==> src/hw/rtl/nmfc_pkg.sv <==
`timescale 1ns / 1ps
// ============================================================================
// nmfc_pkg - shared types and constants of the NCO mixer / FIR channel
// Request codes, register map, and the fixed-point constants of the CORDIC
// sine generator.
// ============================================================================
package nmfc_pkg;

    localparam int REQ_W = 2;

    localparam logic [REQ_W-1:0] REQ_SAMPLE  = 2'd0;
    localparam logic [REQ_W-1:0] REQ_TAP     = 2'd1;
    localparam logic [REQ_W-1:0] REQ_RESTART = 2'd2;

    localparam int ADDR_W = 3;
    localparam int DATA_W = 32;

    localparam logic REG_PHASE_STEP = 1'b0;
    localparam logic REG_BYPASS     = 1'b1;

    localparam int CORDIC_STEPS = 24;
    localparam int CORDIC_W     = 34;
    localparam int STEP_W       = 5;
    localparam int SINE_W       = 16;
    localparam int SINE_FRAC    = 15;

    typedef logic signed [CORDIC_W-1:0] t_cordic;
    typedef logic signed [SINE_W-1:0]   t_sine;

    localparam t_cordic CORDIC_X0  = 34'sd652032874;
    localparam t_cordic CORDIC_QTR = 34'sd1073741824;
    localparam t_cordic CORDIC_HLF = 34'sd2147483648;
    localparam t_cordic SINE_MAX   = 34'sd32767;
    localparam t_cordic SINE_RND   = 34'sd16384;

    function automatic t_cordic f_atan(input logic [STEP_W-1:0] i);
        t_cordic a;
        case (i)
            5'd0:    a = 34'sd536870912;
            5'd1:    a = 34'sd316933406;
            5'd2:    a = 34'sd167458907;
            5'd3:    a = 34'sd85004756;
            5'd4:    a = 34'sd42667331;
            5'd5:    a = 34'sd21354465;
            5'd6:    a = 34'sd10679838;
            5'd7:    a = 34'sd5340245;
            5'd8:    a = 34'sd2670163;
            5'd9:    a = 34'sd1335087;
            5'd10:   a = 34'sd667544;
            5'd11:   a = 34'sd333772;
            5'd12:   a = 34'sd166886;
            5'd13:   a = 34'sd83443;
            5'd14:   a = 34'sd41722;
            5'd15:   a = 34'sd20861;
            5'd16:   a = 34'sd10430;
            5'd17:   a = 34'sd5215;
            5'd18:   a = 34'sd2608;
            5'd19:   a = 34'sd1304;
            5'd20:   a = 34'sd652;
            5'd21:   a = 34'sd326;
            5'd22:   a = 34'sd163;
            5'd23:   a = 34'sd81;
            default: a = '0;
        endcase
        return a;
    endfunction

endpackage

==> src/hw/rtl/nmfc_req_if.sv <==
`timescale 1ns / 1ps
// ============================================================================
// nmfc_req_if - request channel of the NCO mixer / FIR channel
// Valid/ready channel carrying samples, tap writes and restarts.
// ============================================================================
interface nmfc_req_if #(
    parameter int SAMPLE_BITS = 16,
    parameter int COEF_BITS   = 18
);
    logic                            valid;
    logic                            ready;
    logic [nmfc_pkg::REQ_W-1:0]      req_type;
    logic signed [SAMPLE_BITS-1:0]   sample_i;
    logic signed [SAMPLE_BITS-1:0]   sample_q;
    logic [4:0]                      tap_index;
    logic signed [COEF_BITS-1:0]     tap_value;

    modport source (
        output valid, req_type, sample_i, sample_q, tap_index, tap_value,
        input  ready
    );
    modport sink (
        input  valid, req_type, sample_i, sample_q, tap_index, tap_value,
        output ready
    );
endinterface

==> src/hw/rtl/nmfc_res_if.sv <==
`timescale 1ns / 1ps
// ============================================================================
// nmfc_res_if - result channel of the NCO mixer / FIR channel
// Valid/ready channel carrying one filtered (or bypassed) I/Q word per sample.
// ============================================================================
interface nmfc_res_if #(
    parameter int SAMPLE_BITS = 16
);
    logic                            valid;
    logic                            ready;
    logic signed [SAMPLE_BITS-1:0]   out_i;
    logic signed [SAMPLE_BITS-1:0]   out_q;

    modport source (
        output valid, out_i, out_q,
        input  ready
    );
    modport sink (
        input  valid, out_i, out_q,
        output ready
    );
endinterface

==> src/hw/rtl/nco_mix_fir_channel_core.sv <==
`timescale 1ns / 1ps
// ============================================================================
// nco_mix_fir_channel_core - NCO mixer and complex FIR channel slot
// Unless bypassed, mixes I/Q samples by a CORDIC-generated NCO, filters them
// with a NUM_TAPS-tap FIR on one shared multiplier, rounds and saturates.
// ============================================================================
// A mixed sample occupies the block until it is finished, one word at a
// time: the CORDIC unit runs 24 iterations for the sine and 24 for the
// cosine, and a single multiplier then makes four mixer products and two FIR
// products per tap (I and Q). In bypass a sample goes straight to the
// finished word; tap writes and restarts leave the block idle. The finished
// word sits in an output register, so the next request is taken while it
// waits. The delay line and coefficient store carry one valid bit per entry,
// so reset clears both and restart clears the delay line at once, no sweep.
module nco_mix_fir_channel_core #(
    parameter int NUM_TAPS       = 31,
    parameter int SAMPLE_BITS    = 16,
    parameter int COEF_BITS      = 18,
    parameter int PHASE_LUT_BITS = 10
) (
    input  logic                          i_clk,
    input  logic                          i_rst_n,
    nmfc_req_if.sink                      i_req,
    nmfc_res_if.source                    o_res,
    input  logic                          psel,
    input  logic                          penable,
    input  logic                          pwrite,
    input  logic [nmfc_pkg::ADDR_W-1:0]   paddr,
    input  logic [nmfc_pkg::DATA_W-1:0]   pwdata,
    output logic [nmfc_pkg::DATA_W-1:0]   prdata,
    output logic                          pready
);

    localparam int TA    = $clog2(NUM_TAPS);
    localparam int KW    = $clog2(NUM_TAPS + 1);
    localparam int MA    = (COEF_BITS > nmfc_pkg::SINE_W) ? COEF_BITS : nmfc_pkg::SINE_W;
    localparam int PW    = MA + SAMPLE_BITS;
    localparam int ACC_W = PW + TA + 1;
    localparam int PLB   = PHASE_LUT_BITS;

    localparam logic [TA-1:0]  LAST_ADDR = TA'(NUM_TAPS - 1);
    localparam logic [KW-1:0]  TAP_CNT   = KW'(NUM_TAPS);
    localparam logic [PLB-1:0] QTR_IDX   = PLB'(1 << (PLB - 2));
    localparam logic [nmfc_pkg::STEP_W-1:0] LAST_STEP =
        nmfc_pkg::STEP_W'(nmfc_pkg::CORDIC_STEPS - 1);
    localparam logic signed [ACC_W-1:0] SAT_HI = ACC_W'((1 << (SAMPLE_BITS - 1)) - 1);
    localparam logic signed [ACC_W-1:0] SAT_LO = ~SAT_HI;

    localparam logic [3:0] S_IDLE   = 4'd0;
    localparam logic [3:0] S_CINIT  = 4'd1;
    localparam logic [3:0] S_CSTEP  = 4'd2;
    localparam logic [3:0] S_CFIN   = 4'd3;
    localparam logic [3:0] S_MIX    = 4'd4;
    localparam logic [3:0] S_MIXEND = 4'd5;
    localparam logic [3:0] S_MIXWR  = 4'd6;
    localparam logic [3:0] S_FRD    = 4'd7;
    localparam logic [3:0] S_FI     = 4'd8;
    localparam logic [3:0] S_FQ     = 4'd9;
    localparam logic [3:0] S_FDRAIN = 4'd10;
    localparam logic [3:0] S_FOUT   = 4'd11;
    localparam logic [3:0] S_DONE   = 4'd12;

    function automatic logic signed [SAMPLE_BITS-1:0] f_round_sat(
        input logic signed [ACC_W-1:0] acc,
        input int                      sh
    );
        logic signed [ACC_W-1:0] v;
        v = acc + $signed(ACC_W'(1) << (sh - 1));
        v = v >>> sh;
        if (v > SAT_HI) begin
            v = SAT_HI;
        end else if (v < SAT_LO) begin
            v = SAT_LO;
        end
        return v[SAMPLE_BITS-1:0];
    endfunction

    // control and configuration
    logic [3:0]                     r_state;
    logic signed [31:0]             r_phase_step;
    logic                           r_bypass;
    logic [31:0]                    r_phase_acc;
    logic [TA-1:0]                  r_wp;

    // sample and NCO
    logic signed [SAMPLE_BITS-1:0]  r_si, r_sq;
    logic [PLB-1:0]                 r_idx;
    logic                           r_pass;
    nmfc_pkg::t_cordic              r_x, r_y, r_z;
    logic                           r_neg;
    logic [nmfc_pkg::STEP_W-1:0]    r_step;
    nmfc_pkg::t_sine                r_sin, r_cos;
    logic [1:0]                     r_cnt;

    // FIR walk
    logic [KW-1:0]                  r_k;
    logic [TA-1:0]                  r_d;
    logic                           r_more;
    logic signed [MA-1:0]           r_h_coef;
    logic signed [SAMPLE_BITS-1:0]  r_h_q;

    // shared multiplier and accumulators
    logic signed [PW-1:0]           r_prod;
    logic                           r_p_vld, r_p_q, r_p_neg;
    logic signed [ACC_W-1:0]        r_acc_i, r_acc_q;

    // memories
    logic [2*SAMPLE_BITS-1:0]       dl_mem [NUM_TAPS];
    logic [NUM_TAPS-1:0]            r_dl_vld;
    logic [2*SAMPLE_BITS-1:0]       r_dl_rd;
    logic                           r_dl_rd_vld;
    logic signed [COEF_BITS-1:0]    cf_mem [NUM_TAPS];
    logic [NUM_TAPS-1:0]            r_cf_vld;
    logic signed [COEF_BITS-1:0]    r_cf_rd;
    logic                           r_cf_rd_vld;

    // output
    logic signed [SAMPLE_BITS-1:0]  r_res_i, r_res_q;
    logic                           r_out_vld;
    logic signed [SAMPLE_BITS-1:0]  r_out_i, r_out_q;

    logic                           in_acc, cfg_wr, tap_ok, rd_en, out_load, acc_clr;
    logic [TA-1:0]                  tap_addr, d_dec;
    logic [PLB-1:0]                 c_idx;
    logic [31:0]                    ang;
    nmfc_pkg::t_cordic              z0, dx, dy, atn, sv, sv_sat;
    logic signed [MA-1:0]           mul_a, cf_eff;
    logic signed [SAMPLE_BITS-1:0]  mul_b, dl_i_eff, dl_q_eff, mix_i, mix_q;
    logic                           mul_en, mul_q, mul_neg;

    // ------------------------------------------------------------------
    // configuration port
    assign pready = 1'b1;
    assign cfg_wr = psel & penable & pwrite;
    assign prdata = (paddr[2] == nmfc_pkg::REG_PHASE_STEP) ? r_phase_step
                                                            : {31'd0, r_bypass};

    always_ff @(posedge i_clk) begin
        if (!i_rst_n) begin
            r_phase_step <= '0;
            r_bypass     <= 1'b1;
        end else if (cfg_wr) begin
            if (paddr[2] == nmfc_pkg::REG_PHASE_STEP) begin
                r_phase_step <= pwdata;
            end else begin
                r_bypass <= pwdata[0];
            end
        end
    end

    // ------------------------------------------------------------------
    // combinational helpers
    assign i_req.ready = (r_state == S_IDLE);
    assign in_acc      = i_req.valid & i_req.ready;
    assign tap_ok      = (32'(i_req.tap_index) < NUM_TAPS);
    assign tap_addr    = TA'(i_req.tap_index);
    assign d_dec       = (r_d == '0) ? LAST_ADDR : r_d - TA'(1);
    assign out_load    = (r_state == S_DONE) && (!r_out_vld || o_res.ready);
    assign acc_clr     = (r_state == S_IDLE) || (r_state == S_MIXWR);

    assign c_idx = r_idx + QTR_IDX;
    assign ang   = {(r_pass ? c_idx : r_idx), {(32 - PLB){1'b0}}};
    assign z0    = nmfc_pkg::CORDIC_W'($signed(ang));
    assign dx    = r_y >>> r_step;
    assign dy    = r_x >>> r_step;
    assign atn   = nmfc_pkg::f_atan(r_step);

    always_comb begin
        sv = (r_y + nmfc_pkg::SINE_RND) >>> nmfc_pkg::SINE_FRAC;
        if (sv > nmfc_pkg::SINE_MAX) begin
            sv_sat = nmfc_pkg::SINE_MAX;
        end else if (sv < -nmfc_pkg::SINE_MAX) begin
            sv_sat = -nmfc_pkg::SINE_MAX;
        end else begin
            sv_sat = sv;
        end
        if (r_neg) begin
            sv_sat = -sv_sat;
        end
    end

    assign cf_eff   = r_cf_rd_vld ? MA'(r_cf_rd) : '0;
    assign dl_i_eff = r_dl_rd_vld ? $signed(r_dl_rd[SAMPLE_BITS-1:0]) : '0;
    assign dl_q_eff = r_dl_rd_vld ? $signed(r_dl_rd[2*SAMPLE_BITS-1:SAMPLE_BITS]) : '0;
    assign mix_i    = f_round_sat(r_acc_i, nmfc_pkg::SINE_FRAC);
    assign mix_q    = f_round_sat(r_acc_q, nmfc_pkg::SINE_FRAC);
    assign rd_en    = (r_state == S_FRD) || ((r_state == S_FI) && (r_k != TAP_CNT));

    // operand select for the shared multiplier
    always_comb begin
        mul_a   = '0;
        mul_b   = '0;
        mul_en  = 1'b0;
        mul_q   = 1'b0;
        mul_neg = 1'b0;
        case (r_state)
            S_MIX: begin
                mul_en = 1'b1;
                case (r_cnt)
                    2'd0: begin
                        mul_a = MA'(r_cos);
                        mul_b = r_si;
                    end
                    2'd1: begin
                        mul_a   = MA'(r_sin);
                        mul_b   = r_sq;
                        mul_neg = 1'b1;
                    end
                    2'd2: begin
                        mul_a = MA'(r_sin);
                        mul_b = r_si;
                        mul_q = 1'b1;
                    end
                    default: begin
                        mul_a = MA'(r_cos);
                        mul_b = r_sq;
                        mul_q = 1'b1;
                    end
                endcase
            end
            S_FI: begin
                mul_en = 1'b1;
                mul_a  = cf_eff;
                mul_b  = dl_i_eff;
            end
            S_FQ: begin
                mul_en = 1'b1;
                mul_a  = r_h_coef;
                mul_b  = r_h_q;
                mul_q  = 1'b1;
            end
            default: begin
                mul_en = 1'b0;
            end
        endcase
    end

    always_ff @(posedge i_clk) begin
        r_prod  <= mul_a * mul_b;
        r_p_q   <= mul_q;
        r_p_neg <= mul_neg;
    end

    always_ff @(posedge i_clk) begin
        if (!i_rst_n) begin
            r_p_vld <= 1'b0;
        end else begin
            r_p_vld <= mul_en;
        end
    end

    always_ff @(posedge i_clk) begin
        if (acc_clr) begin
            r_acc_i <= '0;
            r_acc_q <= '0;
        end else if (r_p_vld) begin
            if (r_p_q) begin
                r_acc_q <= r_p_neg ? r_acc_q - ACC_W'(r_prod) : r_acc_q + ACC_W'(r_prod);
            end else begin
                r_acc_i <= r_p_neg ? r_acc_i - ACC_W'(r_prod) : r_acc_i + ACC_W'(r_prod);
            end
        end
    end

    // ------------------------------------------------------------------
    // delay line and coefficient store
    always_ff @(posedge i_clk) begin
        if (r_state == S_MIXWR) begin
            dl_mem[r_wp] <= {mix_q, mix_i};
        end
    end

    always_ff @(posedge i_clk) begin
        if (rd_en) begin
            r_dl_rd     <= dl_mem[r_d];
            r_dl_rd_vld <= r_dl_vld[r_d];
        end
    end

    always_ff @(posedge i_clk) begin
        if (in_acc && (i_req.req_type == nmfc_pkg::REQ_TAP) && tap_ok) begin
            cf_mem[tap_addr] <= i_req.tap_value;
        end
    end

    always_ff @(posedge i_clk) begin
        if (rd_en) begin
            r_cf_rd     <= cf_mem[r_k[TA-1:0]];
            r_cf_rd_vld <= r_cf_vld[r_k[TA-1:0]];
        end
    end

    always_ff @(posedge i_clk) begin
        if (!i_rst_n) begin
            r_cf_vld <= '0;
        end else if (in_acc && (i_req.req_type == nmfc_pkg::REQ_TAP) && tap_ok) begin
            r_cf_vld[tap_addr] <= 1'b1;
        end
    end

    always_ff @(posedge i_clk) begin
        if (!i_rst_n) begin
            r_dl_vld <= '0;
        end else if (in_acc && (i_req.req_type == nmfc_pkg::REQ_RESTART)) begin
            r_dl_vld <= '0;
        end else if (r_state == S_MIXWR) begin
            r_dl_vld[r_wp] <= 1'b1;
        end
    end

    // ------------------------------------------------------------------
    // sequencer
    always_ff @(posedge i_clk) begin
        if (!i_rst_n) begin
            r_state     <= S_IDLE;
            r_phase_acc <= '0;
            r_wp        <= '0;
        end else begin
            case (r_state)
                S_IDLE: begin
                    if (in_acc) begin
                        case (i_req.req_type)
                            nmfc_pkg::REQ_SAMPLE: begin
                                r_si <= i_req.sample_i;
                                r_sq <= i_req.sample_q;
                                if (r_bypass) begin
                                    r_res_i <= i_req.sample_i;
                                    r_res_q <= i_req.sample_q;
                                    r_state <= S_DONE;
                                end else begin
                                    r_idx       <= r_phase_acc[31 -: PLB];
                                    r_phase_acc <= r_phase_acc + r_phase_step;
                                    r_pass      <= 1'b0;
                                    r_state     <= S_CINIT;
                                end
                            end
                            nmfc_pkg::REQ_RESTART: begin
                                r_phase_acc <= '0;
                                r_wp        <= '0;
                            end
                            default: begin
                                r_state <= S_IDLE;
                            end
                        endcase
                    end
                end
                S_CINIT: begin
                    r_x    <= nmfc_pkg::CORDIC_X0;
                    r_y    <= '0;
                    r_step <= '0;
                    if (z0 > nmfc_pkg::CORDIC_QTR) begin
                        r_z   <= z0 - nmfc_pkg::CORDIC_HLF;
                        r_neg <= 1'b1;
                    end else if (z0 < -nmfc_pkg::CORDIC_QTR) begin
                        r_z   <= z0 + nmfc_pkg::CORDIC_HLF;
                        r_neg <= 1'b1;
                    end else begin
                        r_z   <= z0;
                        r_neg <= 1'b0;
                    end
                    r_state <= S_CSTEP;
                end
                S_CSTEP: begin
                    if (!r_z[nmfc_pkg::CORDIC_W-1]) begin
                        r_x <= r_x - dx;
                        r_y <= r_y + dy;
                        r_z <= r_z - atn;
                    end else begin
                        r_x <= r_x + dx;
                        r_y <= r_y - dy;
                        r_z <= r_z + atn;
                    end
                    r_step <= r_step + 1'b1;
                    if (r_step == LAST_STEP) begin
                        r_state <= S_CFIN;
                    end
                end
                S_CFIN: begin
                    if (!r_pass) begin
                        r_sin   <= sv_sat[nmfc_pkg::SINE_W-1:0];
                        r_pass  <= 1'b1;
                        r_state <= S_CINIT;
                    end else begin
                        r_cos   <= sv_sat[nmfc_pkg::SINE_W-1:0];
                        r_cnt   <= '0;
                        r_state <= S_MIX;
                    end
                end
                S_MIX: begin
                    r_cnt <= r_cnt + 1'b1;
                    if (r_cnt == 2'd3) begin
                        r_state <= S_MIXEND;
                    end
                end
                S_MIXEND: begin
                    r_state <= S_MIXWR;
                end
                S_MIXWR: begin
                    r_k     <= '0;
                    r_d     <= r_wp;
                    r_state <= S_FRD;
                end
                S_FRD: begin
                    r_k     <= r_k + 1'b1;
                    r_d     <= d_dec;
                    r_state <= S_FI;
                end
                S_FI: begin
                    r_h_coef <= cf_eff;
                    r_h_q    <= dl_q_eff;
                    r_more   <= (r_k != TAP_CNT);
                    if (r_k != TAP_CNT) begin
                        r_k <= r_k + 1'b1;
                        r_d <= d_dec;
                    end
                    r_state <= S_FQ;
                end
                S_FQ: begin
                    r_state <= r_more ? S_FI : S_FDRAIN;
                end
                S_FDRAIN: begin
                    r_state <= S_FOUT;
                end
                S_FOUT: begin
                    r_res_i <= f_round_sat(r_acc_i, COEF_BITS - 1);
                    r_res_q <= f_round_sat(r_acc_q, COEF_BITS - 1);
                    r_wp    <= (r_wp == LAST_ADDR) ? '0 : r_wp + TA'(1);
                    r_state <= S_DONE;
                end
                S_DONE: begin
                    if (out_load) begin
                        r_state <= S_IDLE;
                    end
                end
                default: begin
                    r_state <= S_IDLE;
                end
            endcase
        end
    end

    // ------------------------------------------------------------------
    // output register
    always_ff @(posedge i_clk) begin
        if (out_load) begin
            r_out_i <= r_res_i;
            r_out_q <= r_res_q;
        end
    end

    always_ff @(posedge i_clk) begin
        if (!i_rst_n) begin
            r_out_vld <= 1'b0;
        end else if (out_load) begin
            r_out_vld <= 1'b1;
        end else if (o_res.ready) begin
            r_out_vld <= 1'b0;
        end
    end

    assign o_res.valid = r_out_vld;
    assign o_res.out_i = r_out_i;
    assign o_res.out_q = r_out_q;

    // ------------------------------------------------------------------
    // assertions
    a_phase_adv: assert property (@(posedge i_clk) disable iff (!i_rst_n)
        (in_acc && (i_req.req_type == nmfc_pkg::REQ_SAMPLE) && !r_bypass)
        |=> (r_phase_acc == $past(r_phase_acc) + $past(r_phase_step)))
        else $error("phase accumulator did not advance by one step");

    a_restart_clr: assert property (@(posedge i_clk) disable iff (!i_rst_n)
        (in_acc && (i_req.req_type == nmfc_pkg::REQ_RESTART))
        |=> ((r_dl_vld == '0) && (r_phase_acc == '0) && (r_wp == '0)))
        else $error("restart left delay line or phase state behind");

    a_prod_drain: assert property (@(posedge i_clk) disable iff (!i_rst_n)
        r_p_vld |-> ((r_state == S_MIX) || (r_state == S_MIXEND) ||
                     (r_state == S_FI) || (r_state == S_FQ) || (r_state == S_FDRAIN)))
        else $error("product landed outside a multiply-accumulate phase");

endmodule
==> src/flat_wrapper.sv <==
// flat-port wrapper written by rule: the top's interface ports become plain ports
module nco_mix_fir_channel_core_flat 
#(
    parameter int NUM_TAPS       = 31,
    parameter int SAMPLE_BITS    = 16,
    parameter int COEF_BITS      = 18,
    parameter int PHASE_LUT_BITS = 10
)
  (i_clk, i_rst_n, psel, penable, pwrite, paddr, pwdata, prdata, pready, i_req_valid, i_req_req_type, i_req_sample_i, i_req_sample_q, i_req_tap_index, i_req_tap_value, i_req_ready, o_res_valid, o_res_out_i, o_res_out_q, o_res_ready);
  nmfc_req_if #(.SAMPLE_BITS(SAMPLE_BITS), .COEF_BITS(COEF_BITS)) i_req_i ();
  nmfc_res_if #(.SAMPLE_BITS(SAMPLE_BITS)) o_res_i ();
  input  logic i_clk;
  input  logic i_rst_n;
  input  logic psel;
  input  logic penable;
  input  logic pwrite;
  input  logic [nmfc_pkg::ADDR_W-1:0] paddr;
  input  logic [nmfc_pkg::DATA_W-1:0] pwdata;
  output logic [nmfc_pkg::DATA_W-1:0] prdata;
  output logic pready;
  input wire logic [$bits(i_req_i.valid)-1:0] i_req_valid;
  input wire logic [$bits(i_req_i.req_type)-1:0] i_req_req_type;
  input wire logic [$bits(i_req_i.sample_i)-1:0] i_req_sample_i;
  input wire logic [$bits(i_req_i.sample_q)-1:0] i_req_sample_q;
  input wire logic [$bits(i_req_i.tap_index)-1:0] i_req_tap_index;
  input wire logic [$bits(i_req_i.tap_value)-1:0] i_req_tap_value;
  output wire logic [$bits(i_req_i.ready)-1:0] i_req_ready;
  output wire logic [$bits(o_res_i.valid)-1:0] o_res_valid;
  output wire logic [$bits(o_res_i.out_i)-1:0] o_res_out_i;
  output wire logic [$bits(o_res_i.out_q)-1:0] o_res_out_q;
  input wire logic [$bits(o_res_i.ready)-1:0] o_res_ready;
  assign i_req_i.valid = i_req_valid;
  assign i_req_i.req_type = i_req_req_type;
  assign i_req_i.sample_i = i_req_sample_i;
  assign i_req_i.sample_q = i_req_sample_q;
  assign i_req_i.tap_index = i_req_tap_index;
  assign i_req_i.tap_value = i_req_tap_value;
  assign i_req_ready = i_req_i.ready;
  assign o_res_valid = o_res_i.valid;
  assign o_res_out_i = o_res_i.out_i;
  assign o_res_out_q = o_res_i.out_q;
  assign o_res_i.ready = o_res_ready;
  nco_mix_fir_channel_core #(.NUM_TAPS(NUM_TAPS), .SAMPLE_BITS(SAMPLE_BITS), .COEF_BITS(COEF_BITS), .PHASE_LUT_BITS(PHASE_LUT_BITS)) u_core (.i_clk(i_clk), .i_rst_n(i_rst_n), .i_req(i_req_i), .o_res(o_res_i), .psel(psel), .penable(penable), .pwrite(pwrite), .paddr(paddr), .pwdata(pwdata), .prdata(prdata), .pready(pready));
endmodule
==> config.mk <==
export PLATFORM = sky130hd
export DESIGN_NAME = nco_mix_fir_channel_core_flat
export DESIGN_NICKNAME = d
export VERILOG_FILES = /design/src/hw/rtl/nmfc_pkg.sv /design/src/hw/rtl/nmfc_req_if.sv /design/src/hw/rtl/nmfc_res_if.sv /design/src/hw/rtl/nco_mix_fir_channel_core.sv /design/src/flat_wrapper.sv
export SDC_FILE = /design/constraint.sdc
export NUM_CORES = 2
export LEC_CHECK = 0
export BUFFER_PORTS_ARGS = -buffer_cell sky130_fd_sc_hd__buf_4
export CAP_MARGIN = 10
export CORE_UTILIZATION = 30
export DETAILED_ROUTE_END_ITERATION = 8
export PLACE_DENSITY = 0.55
export SETUP_SLACK_MARGIN = 0.2
export SLEW_MARGIN = 15
export SYNTH_ARGS = -nofsm -noshare
export SYNTH_HDL_FRONTEND = slang
export SYNTH_SLANG_ARGS = --single-unit
==> constraint.sdc <==
create_clock -name i_clk -period 9.5 [get_ports i_clk]
set_clock_uncertainty 0.1 [all_clocks]
set_input_delay 1.9 -clock i_clk [delete_from_list [all_inputs] [get_ports i_clk]]
set_output_delay 1.9 -clock i_clk [all_outputs]
set_load 0.1 [all_outputs]
# Word-level counts from Yosys, hierarchy flattened
# Memory sizes are Yosys's and may differ from the RTL's. A register that Yosys moved wholly into a read port is not among the register bits.
# Index checks and enable logic that the tools add are counted.
dict set report op_classes {
  n_addsub 25
  multipliers 1
  n_lt_le_gt_ge 19
  eq_ne 32
  shift 2
  n_mux 84
  bitwise 10
  n_reduce_logical 45
}
# op n
set op_table {}
lappend op_table {{2-to-1 mux 16 bit} 19}
lappend op_table {{one-hot mux 34 bit (2 select lines)} 3}
lappend op_table {{2-to-1 mux 34 bit} 5}
lappend op_table {{adder 34 bit} 3}
lappend op_table {{subtractor 34 bit} 3}
lappend op_table {{adder 40 x 16 -> 40 bit, second input constant} 2}
lappend op_table {{adder 40 x 18 -> 40 bit, second input constant} 2}
lappend op_table {{adder 40 x 34 -> 40 bit} 2}
lappend op_table {{2-to-1 mux 40 bit} 2}
lappend op_table {{subtractor 40 x 34 -> 40 bit} 2}
lappend op_table {{>>> shifter 34 x 5 -> 34 bit} 2}
lappend op_table {{2-to-1 mux 32 bit} 2}
lappend op_table {{one-hot mux 16 bit (2 select lines)} 2}
lappend op_table {{one-hot mux 32 bit (2 select lines)} 1}
lappend op_table {{bitwise OR 31 bit} 2}
lappend op_table {{one-hot mux 18 bit (3 select lines)} 1}
lappend op_table {{one-hot mux 4 bit (13 select lines)} 1}
lappend op_table {{greater-than comparator 25 x 16 -> 1 bit, second input constant} 2}
lappend op_table {{< comparator 25 x 16 -> 1 bit, second input constant} 2}
lappend op_table {{one-hot mux 16 bit (3 select lines)} 1}
lappend op_table {{greater-than comparator 23 x 16 -> 1 bit, second input constant} 2}
lappend op_table {{< comparator 23 x 16 -> 1 bit, second input constant} 2}
lappend op_table {{2-to-1 mux 18 bit} 2}
lappend op_table {{2-to-1 mux 5 bit} 7}
lappend op_table {{other kinds (55)} 146}
dict set report word_totals {
  ff_bits 550
  ramBits 1550
  rom_bits 960
  in_bits 99
  wordCells 258
  mem_count 3
}
# name words width rd rd_ports_with_merged_regs write_ports line
set mem_list {}
lappend mem_list {u_core.dl_mem 31 32 1 1 1 nco_mix_fir_channel_core.sv:108} ;# logic [2*SAMPLE_BITS-1:0] dl_mem [NUM_TAPS];
lappend mem_list {{(name not given)} 32 30 1 1 0 nmfc_pkg.sv:38} ;# case (i)
lappend mem_list {u_core.cf_mem 31 18 1 1 1 nco_mix_fir_channel_core.sv:112} ;# logic signed [COEF_BITS-1:0] cf_mem [NUM_TAPS];

# Logic depth before layout (Yosys ltp)
dict set report depth {
  depth_word 6
  mapped_depth 32
}

# Least setup slack after synthesis
# OpenSTA, ideal clock, no wires.
dict set report synth_path {
  path_type {reg-to-reg}
  startpoint {register u_core.r_cnt[0]}
  endpoint {register u_core.r_prod[30]}
  t_arrival_ns 7.543
  setup_slack_ns 1.738
  stages_incl_launch_ff 30
  path_buffers 2
  synth_period_minus_slack_ns 7.762
  cell_sequence {edfxtp_1 > inv_1 > ha_1 > clkbuf_1 > clkbuf_1 > mux2i_1 > o22ai_1 > a21oi_1 > nor2_1 > fa_1 > inv_1 > fa_1 > inv_1 > fa_1 > inv_1 > fa_1 > fa_1 > fa_1 > inv_1 > ha_1 > a21o_1 > a31oi_1 > o2111ai_1 > o211ai_1 > o21a_1 > a21oi_1 > a31o_2 > a21oi_1 > o21ba_2 > xnor2_1}
}
dict set report synth_via {
  elab_chain_cells 5
  elab_cells_between_ends 10
}
# element line
set synth_rtl {}
lappend synth_rtl {{start, declared} nco_mix_fir_channel_core.sv:93} ;# logic [1:0] r_cnt;
lappend synth_rtl {{start signal, assigned} nco_mix_fir_channel_core.sv:390} ;# r_cnt <= r_cnt + 1'b1;
lappend synth_rtl {{equality test 2 x 1 -> 1 bit, or another cell as far along} nco_mix_fir_channel_core.sv:199} ;# case (r_cnt)
lappend synth_rtl {{OR reduction 2 bit (no line)} --}
lappend synth_rtl {{2-to-1 mux 18 bit or 2-to-1 mux 16 bit (tied branches)} nco_mix_fir_channel_core.sv:199}
lappend synth_rtl {{one-hot mux 18 bit (3 select lines) or one-hot mux 16 bit (3 select lines) (tied branches)} nco_mix_fir_channel_core.sv:196} ;# case (r_state)
lappend synth_rtl {{multiplier 18 x 16 -> 34 bit (*)} nco_mix_fir_channel_core.sv:239} ;# r_prod <= mul_a * mul_b;
lappend synth_rtl {{end signal, assigned} nco_mix_fir_channel_core.sv:239}
lappend synth_rtl {{end, declared} nco_mix_fir_channel_core.sv:103} ;# logic signed [PW-1:0] r_prod;
# Mark *: on every way between the ends. The rest lies on a longest branch, timed or not.
# A chain may end at the register's enable or synchronous reset.

# Final worst setup path
dict set report layout_path {
  startpoint {register u_core.r_state[1]}
  endpoint {register u_core.r_prod[32]}
}
dict set report layout_via {
  elab_chain_cells 3
  elab_cells_between_ends 6
}
# element line
set layout_rtl {}
lappend layout_rtl {{start, declared} nco_mix_fir_channel_core.sv:79} ;# logic [3:0] r_state;
lappend layout_rtl {{start signal, assigned} nco_mix_fir_channel_core.sv:419} ;# r_state <= r_more ? S_FI : S_FDRAIN;
lappend layout_rtl {{equality test 4 bit or equality test 4 x 3 -> 1 bit (tied branches)} nco_mix_fir_channel_core.sv:196}
lappend layout_rtl {{one-hot mux 18 bit (3 select lines) or one-hot mux 16 bit (3 select lines) (tied branches)} nco_mix_fir_channel_core.sv:196}
lappend layout_rtl {{multiplier 18 x 16 -> 34 bit (*)} nco_mix_fir_channel_core.sv:239}
# Marks and branches as above.

==> out/metrics.cfg <==
[status]
status=finished, final reports clean

[routing]
antenna_left=0
wl_um=316000
drc=0
drt_pass1_iterations=6
vias_per_cell=5.13
wl_per_cell_um=22.6
vias=71700
drt_iter0_markers=5821

[hold_path]
min_to=u_core.o_res.out_i[9]
min-delay-path-class=reg2reg
min_from=u_core.r_res_i[9]
hold_depth=0

[clock_network]
clock_sinks=2180
cts_buffers=231
postCtsSetupBuffers=0
clk_pin_slew_ns=0.06
clkLatencyLatePin_ns=0.92
cts-resized-gates=0
tritoncts=built
cts_root_buffer=clkbuf_16
ctsHoldBuffers=0
h-tree-depth=4
clk_path_buf_depth=4

[finish]
syn2layout_area_growth_pct=13.8
finalNetCount=9497
drive_above_1_share_pct=16.6
fill_cells=36400

[setup_path]
r2r_cells=25
path_delay_family=adder cells
worstPathRequired_ns=10.19
path_class=reg2reg
rrSetupSlack_ns=0.84
cpMaxStageDelayCell=a221oi_2
rr_endpoint=u_core.r_prod[32]
critPathBufInv=3
startpoint_type=register
crit_top_cell=fa_1
crit_arrival_ns=9.35
endpoint_kind=register
path_max_fanout=18
critical-path-max-stage-delay_ns=0.82
r2r-start=u_core.r_state[1]

[global_routing]
busiest_layer=met2
gr-usage-met1_pct=20.9
antenna_found_initial=35
grt_overflow=0
grt_usage_pct=16.2
grt_use_met2_pct=27.7
use_met3_pct=1.94
first_global_vias=72000
grt_first_pass_wirelength_um=468000
grt_start_max_net_pins=163

[timing]
slew-limit-headroom_pct=20.1
hold_slack_ns=0.312
finalSetupTns_ns=0
worst_pin_slew_ns=1.20
fmax_mhz=115
finalHoldViolCount=0
maxSlewViolCount=0
min_period_ns=8.66
setup_viol=0
rsz0062_at_grt=no
fin_crit_sh_pct=91.2

[synthesis]
synth_fp_nets=9359
yosysUniqueCellTypes=114
synth_top_cell_area_share_pct=50.0
synthArstFlopShare_pct=0
synth_area_leaders=edfxtp_1, mux4_2, fa_1
yosysWarnings=0
yosysMostFrequentCell=edfxtp_1
synth_top_flop_cell=edfxtp_1
ys_seq_area_share_pct=55.0
synth-edff-count=1896
synth_commonest_cells=edfxtp_1, nand2_1, nor2_1, mux4_2, inv_1
syn_inst=8641
synth_top_area_cell=edfxtp_1
syn_area_per_cell_um2=13.2
ys_ff_latch=2180
netlist_area_um2=114000

[die]
start_util_pct=30.2
die-area_um2=382000
placeableCoreArea_um2=377000
die_y_um=618
num_rows=225
pin_count=166
dieWidth_um=618

[power_and_ir_drop]
leakagePower_nw=45.8
vdd_drop_max_mv=0.249
power.density_nw_per_um2=263

[placement]
hpwlAfterDp_um=209000
gp_congestion=0.900
io_buffer_count=162

[run]
maxCapViolations=0

flip-flops by register name, indices dropped and copies added (netlist names), 34 cells and up:
name and flops:
u_core.r_prod 34, u_core.r_x 34, u_core.cf_mem 558, u_core.r_y 34
u_core.r_acc_q 40, u_core.r_acc_i 40, u_core.r_z 34, u_core.dl_mem 992
logic make-up (layout without fill, tap and decap cells):
| kind of cell | Yosys count | after routing | synth area share, % |
|---|---|---|---|
| buffers and inverters | 933 | 1258 | 3.18 |
| xor gates and xnor gates | 436 | 436 | 3.37 |
| and+or+nand+nor | 2274 | 2274 | 9.09 |
| other | 1 | 22 | 0.00329 |
| DFF | 2180 | 2180 | 55.0 |
| muxes | 738 | 738 | 12.5 |
| adders and majority gates | 620 | 620 | 8.77 |
| AOI/OAI and AO/OA | 1459 | 1459 | 8.04 |
cell type report:
| type | instances | area [um2] | area share [%] |
|---|---|---|---|
| flip-flops and latches | 2180 | 62600 | 48.4 |
| repair buffers | 330 | 2630 | 2.03 |
| diodes | 21 | 52.6 | 0.0406 |
| inverters | 508 | 1910 | 1.48 |
| multi-input cells | 5528 | 48400 | 37.4 |
| clock inverters | 131 | 1260 | 0.973 |
| clock buffers | 289 | 6330 | 4.89 |
| well taps | 4994 | 6250 | 4.83 |
how the worst max path moves through the flow:
stage	startpoint	endpoint	slack, ns	cells after the start
after floorplan	u_core.r_cnt[0]	u_core.r_prod[30]	1.74	29
after global placement	u_core.r_dl_rd_vld	u_core.r_prod[33]	0.92	25
after detailed placement	u_core.r_state[1]	u_core.r_prod[32]	0.95	25
after CTS	u_core.r_state[1]	u_core.r_prod[32]	0.91	25
after global routing	u_core.r_state[1]	u_core.r_prod[32]	0.40	25
final	u_core.r_state[1]	u_core.r_prod[32]	0.84	25
stage by stage:
stage	utilization (%)	power (mW)	cells	instance area [um2]	setup slack, ns
finish	34.4	34.1	14000	129000	0.838
global route	34.4	35.9	14000	129000	0.398
CTS	34.3	34.2	14000	129000	0.908
detailed placement	32.3	25.0	13500	122000	0.947
global placement	32.3	24.8	13500	122000	0.923
floorplan	-	21.4	8641	114000	1.74
worst register-to-register path: stages, from the launching register on:
cell	delay, ns
dfxtp_1	0.54
nor2b_1	0.16
nand2_1	0.56
a21oi_1	0.24
a221oi_2	0.82
buf_4	0.40
nor2_1	0.10
fa_1	0.50
fa_1	0.54
fa_1	0.54
fa_1	0.52
fa_1	0.55
inv_1	0.06
fa_1	0.52
inv_1	0.04
ha_1	0.32
o21a_1	0.14
o21ai_0	0.09
a21boi_0	0.37
o211ai_1	0.23
o21a_1	0.25
a21oi_1	0.30
nand2_1	0.10
a211oi_1	0.30
a211o_1	0.17
xor2_1	0.15
per-layer routing:
metal  vias up  wire length [um]
li1      32400                 -
met1     36800            132000
met2      2016            155000
met3       483             16200
met4        14             12800
met5         -                96
cell usage in the layout, fill, tap and decap left out, types with 127 or more instances in the layout:
cell	netlist	routed
edfxtp_1	1896	1896
nand2_1	778	778
nor2_1	769	704
mux4_2	533	533
inv_1	499	497
a21oi_1	467	463
ha_1	323	323
o21ai_0	353	322
buf_4	3	319
fa_1	296	296
dfxtp_1	284	284
xnor2_1	251	250
clkbuf_16	0	240
xor2_1	184	183
nand3_1	127	127
power by group:
| group | switching (mW) | internal (mW) | leakage (nW) |
|---|---|---|---|
| clock network | 3.81 | 5.28 | 3.70 |
| registers | 0.396 | 11.7 | 19.7 |
| logic | 8.17 | 4.74 | 22.4 |
No activity file was read; power rests on OpenSTA's default activity.
